==> config.mk <==
export PLATFORM = sky130hd
export DESIGN_NAME = parallel_flash_command_sequencer_flat
export DESIGN_NICKNAME = d
export VERILOG_FILES = /design/src/hw/rtl/pfcs_pkg.sv /design/src/hw/rtl/pfcs_if.sv /design/src/hw/rtl/parallel_flash_command_sequencer.sv /design/src/flat_wrapper.sv
export SDC_FILE = /design/constraint.sdc
export NUM_CORES = 1
export LEC_CHECK = 0
export BUFFER_PORTS_ARGS = -buffer_cell sky130_fd_sc_hd__buf_4
export CAP_MARGIN = 20
export CORE_MARGIN = 1
export CORE_UTILIZATION = 59
export CTS_CLUSTER_DIAMETER = 50
export DETAILED_ROUTE_END_ITERATION = 12
export GPL_ROUTABILITY_DRIVEN = 0
export GPL_TIMING_DRIVEN = 0
export PLACE_DENSITY = 0.78
export SYNTH_ARGS = -nofsm -noshare
export SYNTH_HDL_FRONTEND = slang
export SYNTH_SLANG_ARGS = --single-unit
export TNS_END_PERCENT = 100
==> constraint.sdc <==
create_clock -name clk -period 5.92 [get_ports clk]
set_input_delay 1.184 -clock clk [delete_from_list [all_inputs] [get_ports clk]]
set_output_delay 1.184 -clock clk [all_outputs]
set_load 0.05 [all_outputs]
==> src/hw/rtl/pfcs_pkg.sv <==
// Package: shared widths, types, codes and bus constants of the flash command sequencer.
package pfcs_pkg;

    localparam int unsigned ADDR_W   = 32;
    localparam int unsigned DATA_W   = 32;
    localparam int unsigned STABLE_W = 20;
    localparam int unsigned CHANGE_W = 26;
    localparam int unsigned CFG_IDX_W = 2;

    typedef logic [1:0]          cmd_t;
    typedef logic [1:0]          lane_t;
    typedef logic [ADDR_W-1:0]   addr_t;
    typedef logic [DATA_W-1:0]   word_t;
    typedef logic [STABLE_W-1:0] stable_t;
    typedef logic [CHANGE_W-1:0] change_t;
    typedef logic [CFG_IDX_W-1:0] cfg_idx_t;

    // command codes
    localparam cmd_t CMD_ERASE   = 2'd0;
    localparam cmd_t CMD_PROGRAM = 2'd1;
    localparam cmd_t CMD_SAMPLE  = 2'd2;

    // result kinds
    localparam logic KIND_WRITE  = 1'b0;
    localparam logic KIND_FINISH = 1'b1;

    // configuration register indexes
    localparam cfg_idx_t CFG_FLASH_BASE   = 2'd0;
    localparam cfg_idx_t CFG_STABLE_READS = 2'd1;
    localparam cfg_idx_t CFG_CHANGE_LIMIT = 2'd2;

    // configuration reset values
    localparam addr_t   FLASH_BASE_RST   = 32'hBC00_0000;
    localparam stable_t STABLE_READS_RST = 20'd100000;
    localparam change_t CHANGE_LIMIT_RST = 26'd30000000;

    // unlock / command cycles
    localparam addr_t UNLOCK1_OFS   = 32'h0000_0AA8;
    localparam word_t UNLOCK1_DAT   = 32'hAAAA_AAAA;
    localparam addr_t UNLOCK2_OFS   = 32'h0000_0554;
    localparam word_t UNLOCK2_DAT   = 32'h5555_5555;
    localparam word_t PROG_SETUP    = 32'hA0A0_A0A0;
    localparam word_t ERASE_SETUP   = 32'h8080_8080;
    localparam word_t ERASE_CONFIRM = 32'h3030_3030;

    localparam lane_t LANE_UNLOCK1 = 2'd2;
    localparam lane_t LANE_UNLOCK2 = 2'd1;
    localparam lane_t LANE_SECTOR  = 2'd0;

    localparam word_t SAMPLE_RST = 32'h0000_00FF;

endpackage

==> src/hw/rtl/pfcs_if.sv <==
// Interfaces: command channel and result channel of the flash command sequencer.
interface pfcs_req_if;
    import pfcs_pkg::*;

    logic  valid;
    logic  ready;
    cmd_t  cmd;
    addr_t target_addr;
    word_t data_in;
    word_t sample;

    modport source (output valid, cmd, target_addr, data_in, sample, input ready);
    modport sink   (input valid, cmd, target_addr, data_in, sample, output ready);
endinterface

interface pfcs_rsp_if;
    import pfcs_pkg::*;

    logic  valid;
    logic  ready;
    logic  kind;
    lane_t lane;
    addr_t bus_addr;
    word_t bus_data;
    logic  timed_out;
    logic  last;

    modport source (output valid, kind, lane, bus_addr, bus_data, timed_out, last,
                    input ready);
    modport sink   (input valid, kind, lane, bus_addr, bus_data, timed_out, last,
                    output ready);
endinterface

==> src/hw/rtl/parallel_flash_command_sequencer.sv <==
// Top level: NOR flash program/erase command sequencer with status polling.
//
// Channels: req carries commands (erase, program word, status sample) and
// rsp carries results, one beat per result: bus write cycles to issue on
// the 32-bit flash bus (with byte lane) and a finish beat with the timeout
// flag. The beat marked last closes the results of one command beat.
// The cfg port writes flash_base, stable_reads and change_limit; write only
// while the block is idle.
//
// Latency: results of an accepted command start on the next cycle and then
// leave one per cycle while rsp is ready: an erase gives 6 writes, each
// program byte 4, a poll end 4 writes (next byte) or 1 finish beat.
// Throughput: a command beat is taken every cycle while no result burst is
// pending, so status samples flow at one per cycle; a result burst blocks
// req, since the burst register is the only result store and req reopens
// on the cycle the final beat leaves.
//
// Reset: configuration returns to its defaults, the sequencer goes idle and
// no result is pending. When the receiver stalls rsp, the pending beat holds
// and req stays low until the burst's final beat is taken.
module parallel_flash_command_sequencer (
    input  logic                clk,
    input  logic                rst_n,
    input  logic                cfg_we,
    input  pfcs_pkg::cfg_idx_t  cfg_index,
    input  pfcs_pkg::word_t     cfg_wdata,
    pfcs_req_if.sink            req,
    pfcs_rsp_if.source          rsp
);
    import pfcs_pkg::*;

    typedef enum logic {PH_IDLE, PH_POLL} phase_t;
    typedef enum logic [1:0] {BST_ERASE, BST_BYTE, BST_FINISH} burst_t;

    // configuration
    addr_t   flash_base_reg,   flash_base_next;
    stable_t stable_reads_reg, stable_reads_next;
    change_t change_limit_reg, change_limit_next;

    // operation state
    phase_t  phase_reg,        phase_next;
    logic    op_is_program_reg, op_is_program_next;
    lane_t   byte_index_reg,   byte_index_next;
    addr_t   held_addr_reg,    held_addr_next;
    word_t   held_word_reg,    held_word_next;
    word_t   last_sample_reg,  last_sample_next;
    stable_t stable_count_reg, stable_count_next;
    change_t change_count_reg, change_count_next;
    logic    timeout_seen_reg, timeout_seen_next;

    // result burst register: one descriptor, walked one beat per cycle while rsp is ready
    logic    bst_valid_reg,    bst_valid_next;
    burst_t  bst_kind_reg,     bst_kind_next;
    logic [2:0] bst_beat_reg,  bst_beat_next;
    addr_t   bst_addr_reg,     bst_addr_next;
    logic [7:0] bst_byte_reg,  bst_byte_next;
    lane_t   bst_lane_reg,     bst_lane_next;
    logic    bst_tmo_reg,      bst_tmo_next;

    logic    bst_final;
    logic    rsp_take;
    logic    req_take;

    // poll arithmetic
    logic                changed;
    logic [STABLE_W:0]   sc_inc;
    logic [CHANGE_W:0]   cc_inc;
    logic                poll_done;
    logic                poll_tmo;
    lane_t               next_lane;

    addr_t               unlock1_addr;
    addr_t               unlock2_addr;

    always_comb
    begin
        unique case (bst_kind_reg)
            BST_ERASE:  bst_final = (bst_beat_reg == 3'd5);
            BST_BYTE:   bst_final = (bst_beat_reg == 3'd3);
            BST_FINISH: bst_final = 1'b1;
            default:    bst_final = 1'b1;
        endcase
    end

    // reopen req on the cycle the final beat of a burst leaves
    assign rsp_take  = bst_valid_reg && rsp.ready;
    assign req.ready = !bst_valid_reg || (rsp.ready && bst_final);
    assign req_take  = req.valid && req.ready;

    assign changed   = (req.sample != last_sample_reg);
    assign sc_inc    = changed ? (STABLE_W+1)'(1) : ({1'b0, stable_count_reg} + 1'b1);
    assign cc_inc    = {1'b0, change_count_reg} + (CHANGE_W+1)'(changed);
    assign poll_done = sc_inc > {1'b0, stable_reads_reg};
    assign poll_tmo  = !poll_done && (cc_inc > {1'b0, change_limit_reg});
    assign next_lane = byte_index_reg + 2'd1;

    always_comb
    begin
        flash_base_next    = flash_base_reg;
        stable_reads_next  = stable_reads_reg;
        change_limit_next  = change_limit_reg;
        phase_next         = phase_reg;
        op_is_program_next = op_is_program_reg;
        byte_index_next    = byte_index_reg;
        held_addr_next     = held_addr_reg;
        held_word_next     = held_word_reg;
        last_sample_next   = last_sample_reg;
        stable_count_next  = stable_count_reg;
        change_count_next  = change_count_reg;
        timeout_seen_next  = timeout_seen_reg;
        bst_valid_next     = bst_valid_reg;
        bst_kind_next      = bst_kind_reg;
        bst_beat_next      = bst_beat_reg;
        bst_addr_next      = bst_addr_reg;
        bst_byte_next      = bst_byte_reg;
        bst_lane_next      = bst_lane_reg;
        bst_tmo_next       = bst_tmo_reg;

        if (cfg_we)
        begin
            case (cfg_index)
                CFG_FLASH_BASE:   flash_base_next   = cfg_wdata;
                CFG_STABLE_READS: stable_reads_next = cfg_wdata[STABLE_W-1:0];
                CFG_CHANGE_LIMIT: change_limit_next = cfg_wdata[CHANGE_W-1:0];
                default:          ;
            endcase
        end

        // advance or drop the pending burst
        if (rsp_take)
        begin
            if (bst_final)
                bst_valid_next = 1'b0;
            else
                bst_beat_next = bst_beat_reg + 3'd1;
        end

        if (req_take)
        begin
            if (phase_reg == PH_IDLE)
            begin
                if (req.cmd == CMD_ERASE || req.cmd == CMD_PROGRAM)
                begin
                    op_is_program_next = (req.cmd == CMD_PROGRAM);
                    held_addr_next     = req.target_addr;
                    timeout_seen_next  = 1'b0;
                    phase_next         = PH_POLL;
                    last_sample_next   = SAMPLE_RST;
                    stable_count_next  = '0;
                    change_count_next  = '0;
                    bst_valid_next     = 1'b1;
                    bst_beat_next      = 3'd0;
                    bst_addr_next      = req.target_addr;
                    bst_tmo_next       = 1'b0;
                    if (req.cmd == CMD_PROGRAM)
                    begin
                        held_word_next  = req.data_in;
                        byte_index_next = 2'd0;
                        bst_kind_next   = BST_BYTE;
                        bst_lane_next   = 2'd0;
                        bst_byte_next   = req.data_in[7:0];
                    end
                    else
                    begin
                        bst_kind_next = BST_ERASE;
                        bst_lane_next = LANE_SECTOR;
                        bst_byte_next = '0;
                    end
                end
            end
            else if (req.cmd == CMD_SAMPLE)
            begin
                last_sample_next = req.sample;
                if (!poll_done && !poll_tmo)
                begin
                    stable_count_next = sc_inc[STABLE_W-1:0];
                    change_count_next = cc_inc[CHANGE_W-1:0];
                end
                else
                begin
                    stable_count_next = '0;
                    change_count_next = '0;
                    if (poll_tmo)
                        timeout_seen_next = 1'b1;
                    bst_valid_next = 1'b1;
                    bst_beat_next  = 3'd0;
                    if (op_is_program_reg && byte_index_reg != 2'd3)
                    begin
                        // next byte of the word, lowest first
                        byte_index_next  = next_lane;
                        last_sample_next = SAMPLE_RST;
                        bst_kind_next    = BST_BYTE;
                        bst_lane_next    = next_lane;
                        bst_addr_next    = held_addr_reg;
                        bst_byte_next    = held_word_reg[8*next_lane +: 8];
                        bst_tmo_next     = 1'b0;
                    end
                    else
                    begin
                        phase_next    = PH_IDLE;
                        bst_kind_next = BST_FINISH;
                        bst_lane_next = '0;
                        bst_addr_next = '0;
                        bst_byte_next = '0;
                        bst_tmo_next  = timeout_seen_reg || poll_tmo;
                    end
                end
            end
        end
    end

    always_ff @(posedge clk or negedge rst_n)
    begin
        if (!rst_n)
        begin
            flash_base_reg    <= FLASH_BASE_RST;
            stable_reads_reg  <= STABLE_READS_RST;
            change_limit_reg  <= CHANGE_LIMIT_RST;
            phase_reg         <= PH_IDLE;
            op_is_program_reg <= 1'b0;
            byte_index_reg    <= '0;
            held_addr_reg     <= '0;
            held_word_reg     <= '0;
            last_sample_reg   <= SAMPLE_RST;
            stable_count_reg  <= '0;
            change_count_reg  <= '0;
            timeout_seen_reg  <= 1'b0;
            bst_valid_reg     <= 1'b0;
            bst_kind_reg      <= BST_FINISH;
            bst_beat_reg      <= '0;
            bst_addr_reg      <= '0;
            bst_byte_reg      <= '0;
            bst_lane_reg      <= '0;
            bst_tmo_reg       <= 1'b0;
        end
        else
        begin
            flash_base_reg    <= flash_base_next;
            stable_reads_reg  <= stable_reads_next;
            change_limit_reg  <= change_limit_next;
            phase_reg         <= phase_next;
            op_is_program_reg <= op_is_program_next;
            byte_index_reg    <= byte_index_next;
            held_addr_reg     <= held_addr_next;
            held_word_reg     <= held_word_next;
            last_sample_reg   <= last_sample_next;
            stable_count_reg  <= stable_count_next;
            change_count_reg  <= change_count_next;
            timeout_seen_reg  <= timeout_seen_next;
            bst_valid_reg     <= bst_valid_next;
            bst_kind_reg      <= bst_kind_next;
            bst_beat_reg      <= bst_beat_next;
            bst_addr_reg      <= bst_addr_next;
            bst_byte_reg      <= bst_byte_next;
            bst_lane_reg      <= bst_lane_next;
            bst_tmo_reg       <= bst_tmo_next;
        end
    end

    // decode current beat; user keeps base stable while busy, not enforced
    assign unlock1_addr = flash_base_reg + UNLOCK1_OFS;
    assign unlock2_addr = flash_base_reg + UNLOCK2_OFS;

    always_comb
    begin
        rsp.kind      = KIND_WRITE;
        rsp.lane      = LANE_UNLOCK1;
        rsp.bus_addr  = unlock1_addr;
        rsp.bus_data  = UNLOCK1_DAT;
        rsp.timed_out = 1'b0;
        unique case (bst_kind_reg)
            BST_ERASE:
            begin
                case (bst_beat_reg)
                    3'd1, 3'd4:
                    begin
                        rsp.lane     = LANE_UNLOCK2;
                        rsp.bus_addr = unlock2_addr;
                        rsp.bus_data = UNLOCK2_DAT;
                    end
                    3'd2:    rsp.bus_data = ERASE_SETUP;
                    3'd5:
                    begin
                        rsp.lane     = LANE_SECTOR;
                        rsp.bus_addr = bst_addr_reg;
                        rsp.bus_data = ERASE_CONFIRM;
                    end
                    default: ;
                endcase
            end
            BST_BYTE:
            begin
                case (bst_beat_reg)
                    3'd1:
                    begin
                        rsp.lane     = LANE_UNLOCK2;
                        rsp.bus_addr = unlock2_addr;
                        rsp.bus_data = UNLOCK2_DAT;
                    end
                    3'd2:    rsp.bus_data = PROG_SETUP;
                    3'd3:
                    begin
                        rsp.lane     = bst_lane_reg;
                        rsp.bus_addr = bst_addr_reg;
                        rsp.bus_data = {24'd0, bst_byte_reg};
                    end
                    default: ;
                endcase
            end
            default:
            begin
                rsp.kind      = KIND_FINISH;
                rsp.lane      = '0;
                rsp.bus_addr  = '0;
                rsp.bus_data  = '0;
                rsp.timed_out = bst_tmo_reg;
            end
        endcase
    end

    assign rsp.valid = bst_valid_reg;
    assign rsp.last  = bst_final;

endmodule

==> src/flat_wrapper.sv <==
// flat-port wrapper written by rule: the top's interface ports become plain ports
module parallel_flash_command_sequencer_flat import pfcs_pkg::*;
  (clk, rst_n, cfg_we, cfg_index, cfg_wdata, req_valid, req_cmd, req_target_addr, req_data_in, req_sample, req_ready, rsp_valid, rsp_kind, rsp_lane, rsp_bus_addr, rsp_bus_data, rsp_timed_out, rsp_last, rsp_ready);
  pfcs_req_if req_i ();
  pfcs_rsp_if rsp_i ();
  input  logic clk;
  input  logic rst_n;
  input  logic cfg_we;
  input  pfcs_pkg::cfg_idx_t cfg_index;
  input  pfcs_pkg::word_t cfg_wdata;
  input wire logic [$bits(req_i.valid)-1:0] req_valid;
  input wire logic [$bits(req_i.cmd)-1:0] req_cmd;
  input wire logic [$bits(req_i.target_addr)-1:0] req_target_addr;
  input wire logic [$bits(req_i.data_in)-1:0] req_data_in;
  input wire logic [$bits(req_i.sample)-1:0] req_sample;
  output wire logic [$bits(req_i.ready)-1:0] req_ready;
  output wire logic [$bits(rsp_i.valid)-1:0] rsp_valid;
  output wire logic [$bits(rsp_i.kind)-1:0] rsp_kind;
  output wire logic [$bits(rsp_i.lane)-1:0] rsp_lane;
  output wire logic [$bits(rsp_i.bus_addr)-1:0] rsp_bus_addr;
  output wire logic [$bits(rsp_i.bus_data)-1:0] rsp_bus_data;
  output wire logic [$bits(rsp_i.timed_out)-1:0] rsp_timed_out;
  output wire logic [$bits(rsp_i.last)-1:0] rsp_last;
  input wire logic [$bits(rsp_i.ready)-1:0] rsp_ready;
  assign req_i.valid = req_valid;
  assign req_i.cmd = req_cmd;
  assign req_i.target_addr = req_target_addr;
  assign req_i.data_in = req_data_in;
  assign req_i.sample = req_sample;
  assign req_ready = req_i.ready;
  assign rsp_valid = rsp_i.valid;
  assign rsp_kind = rsp_i.kind;
  assign rsp_lane = rsp_i.lane;
  assign rsp_bus_addr = rsp_i.bus_addr;
  assign rsp_bus_data = rsp_i.bus_data;
  assign rsp_timed_out = rsp_i.timed_out;
  assign rsp_last = rsp_i.last;
  assign rsp_i.ready = rsp_ready;
  parallel_flash_command_sequencer u_core (.clk(clk), .rst_n(rst_n), .cfg_we(cfg_we), .cfg_index(cfg_index), .cfg_wdata(cfg_wdata), .req(req_i), .rsp(rsp_i));
endmodule
==> impl_metrics.yaml <==
floorplan:
  die-area_um2: 28620
  initial_utilization_pct: 60.68
  dieWidth_um: 169.2
  fp.dieH_um: 169.2
  core_area_um2: 27180
  rows: 60
  io_pins: 208
timing:
  finalHoldViolCount: 0
  fin_crit_ns: 5.785
  finalClockSkew_ns: 0.01204
  slew_headroom_pct: 22.06
  worst_pin_slew_ns: 1.158
  rsz0062_at_grt: "true"
  setup_viol: 0
  fin_hold_ws_ns: 0.4964
  final.period_utilization_pct: 97.73
  max_freq_ghz: 0.1729
  drv_slew: 0
  tns_ns: 0
layout:
  stdcell_count: 2264
  n_fill_cell: 2022
  num_antenna_cells: 0
  final_cell_area_um2: 20020
  final_cell_mix: "dfrtp_1 (244), buf_4 (235), nand2_1 (157)"
  layout_commonest_cell: "dfrtp_1"
  drive_above_1_share_pct: 29.92
  syn_to_final_growth_pct: 21.43
  layout.nets: 2062
clock_tree:
  ctsHoldBuffers: 0
  root_buffer: "clkbuf_16"
  clkSinkCount: 274
  path_clk_slew_ns: 0.06
  htree_levels: 2
  clock_path_buffers: 3
  tritoncts: "built"
  cts_made_buffers: 34
  clock_latency_ns: 0.52
yosys:
  ys_types: 75
  synth-edff-count: 0
  synth.avg_cell_area_um2: 10.23
  syn_area_um2: 16490
  yosys.area.top_type: "dfrtp_1"
  ys_warn_count: 0
  syn-num-nets: 1807
  ys_seq_elements: 274
  synthArstFlopShare_pct: 100.0
  ys_seq_area_share_pct: 41.81
  yosys.area.top_type_share_pct: 37.03
  synth_top_flop_cell: "dfrtp_1"
  synthTopCellsByArea: "dfrtp_1 (37%), mux2_2 (9.6%), dfstp_2 (4.8%)"
  synthCells: 1612
placed_design:
  placed_cells: 2194
  port_buffers: 207
  hpwl_mm: 36.09
  place_area_um2: 18590
global_route:
  grt_pass1_vias: 14120
  grt_overflow: 0
  grt_usage_pct: 34.17
  grt_pass1_wl_mm: 76.26
  antenna_found_initial: 1
  grt_max_degree: 114
critical_path:
  critPathLaunchType: "primary input"
  path_class: "primary input to flop"
  cp_top_family: "simple AND/OR/NAND/NOR gates"
  cp-end-kind: "flop"
  crit_required_ns: 6.32
  critPathMaxFanout: 11
  slowest_stage: "or4_1"
  crit_path_cell_trace: "buf_4 > xnor2_1 > nand4_1 > nor4_4 > nand2_2 > buf_6 > buf_6 > ha_2 > nand4_2 > or4_1 > buf_4 > nor2_1 > nand2_1 > xnor2_1 > ha_1 > o21ai_0 > a21oi_1 > a211o_1 > nor3_4 > a21oi_4 > o21ai_4 > buf_12 > buf_6 > mux2_4"
  cp_slowest_stage_delay_ns: 0.55
  critPathBufInv: 6
  cpMostUsedCell: "buf_6"
  arrival_ns: 6.18
run_status:
  outcome: "finished, final reports clean"
detailed_routing:
  vias_per_cell: 6.363
  drc: 0
  postRouteAntennaNets: 0
  wl_per_cell_um: 21.61
  dr_wl_met3_mm: 4.984
  wl_met1_mm: 19.80
  wirelength_mm: 48.92
  drt_iter0_drc: 1690
  route.met2.wl_mm: 22.03
  vias: 14410
  routed.top_layer: "met5"
  dr.pass1.iters: 8
job:
  maxCapViolations: 0
power:
  p_total_mw: 10.50
  cellPowerDensity_nw_per_um2: 524.3
  p_leak_nw: 9.050
  ir_drop_mv: 0.5112
min_path:
  hp-class: "flop to flop"
-- final timing paths --
check,slack (ns),start,cells after the start,endpoint
min in group asynchronous,0.65,rst_n,1,u_core.stable_reads_reg[6]
min,0.50,u_core.bst_tmo_reg,1,u_core.bst_tmo_reg
min reg2reg,0.50,u_core.bst_tmo_reg,1,u_core.bst_tmo_reg
max,0.13,req_sample[7],24,u_core.bst_byte_reg[3]
max reg2reg,0.43,u_core.last_sample_reg[7],23,u_core.bst_byte_reg[3]
max in group asynchronous,3.88,rst_n,3,u_core.bst_addr_reg[0]
-- cell families after synthesis --
family          after synthesis  share of synthesized area, %
compound gates              378                         16.99
xor+xnor                    117                         6.214
fa+ha+maj                    58                         4.401
buf+inv                     195                         5.122
flops                       274                         41.81
mux                         184                         13.88
simple gates                406                         11.59
-- per-stage QoR --
step	setup WS [ns]	util, %
detailed placement	-1.565	68.41
global placement	-1.367	68.16
finish	0.1347	73.68
floorplan	0.01794	-
CTS	0.008404	73.12
global route	-0.03987	73.68
-- repair_timing --
action | CTS | global route
gates resized for setup | 18 | 22
buffers inserted | 4 | 4
pin swaps | 5 | 10
endpoints found under the setup margin | 131 | 131
-- layout make-up --
class                      count  area (um2)  share of cell area (%)
sequential                   274        6894                   34.43
tap                          372       465.4                   2.325
clock inverter                16       200.2                  0.9998
clock buffer                  45       963.4                   4.812
timing repair buffer         219        1702                   8.498
multi-input combinational   1143        8927                   44.59
buffer                       122       596.8                   2.981
inverter                      73       274.0                   1.368
-- cell usage after synthesis, drive strengths merged, types with 9 or more instances --
| library cell | number |
|---|---|
| xnor2 | 89 |
| nor3 | 21 |
| nor2 | 81 |
| nand3 | 43 |
| clkbuf | 85 |
| dfstp | 30 |
| dfrtp | 244 |
| o21ai | 76 |
| nand2 | 159 |
| o31ai | 9 |
| and2 | 14 |
| nand2b | 10 |
| o41ai | 16 |
| o22ai | 10 |
| inv | 73 |
| and3 | 12 |
| a22o | 12 |
| a31o | 9 |
| ha | 58 |
| mux2 | 175 |
| a32o | 34 |
| a22oi | 10 |
| nor4 | 11 |
| a21oi | 54 |
| a31oi | 11 |
| xor2 | 28 |
| buf | 37 |
| o2bb2ai | 40 |
| nand4 | 33 |
| a21o | 18 |
-- power by group --
part | internal, mW | switching [mW] | total [mW]
clock network | 1.30 | 0.846 | 2.14
logic | 1.99 | 3.38 | 5.36
registers | 2.52 | 0.469 | 2.99
total | 5.81 | 4.69 | 10.5
-- layer usage --
layer / vias up / global-route usage (%)
met5: - / 0
met4: 2 / 13.98
met3: 162 / 8.279
met2: 780 / 53.43
met1: 7075 / 45.76
li1: 6387 / -
Power figures use the tool's default switching activity.
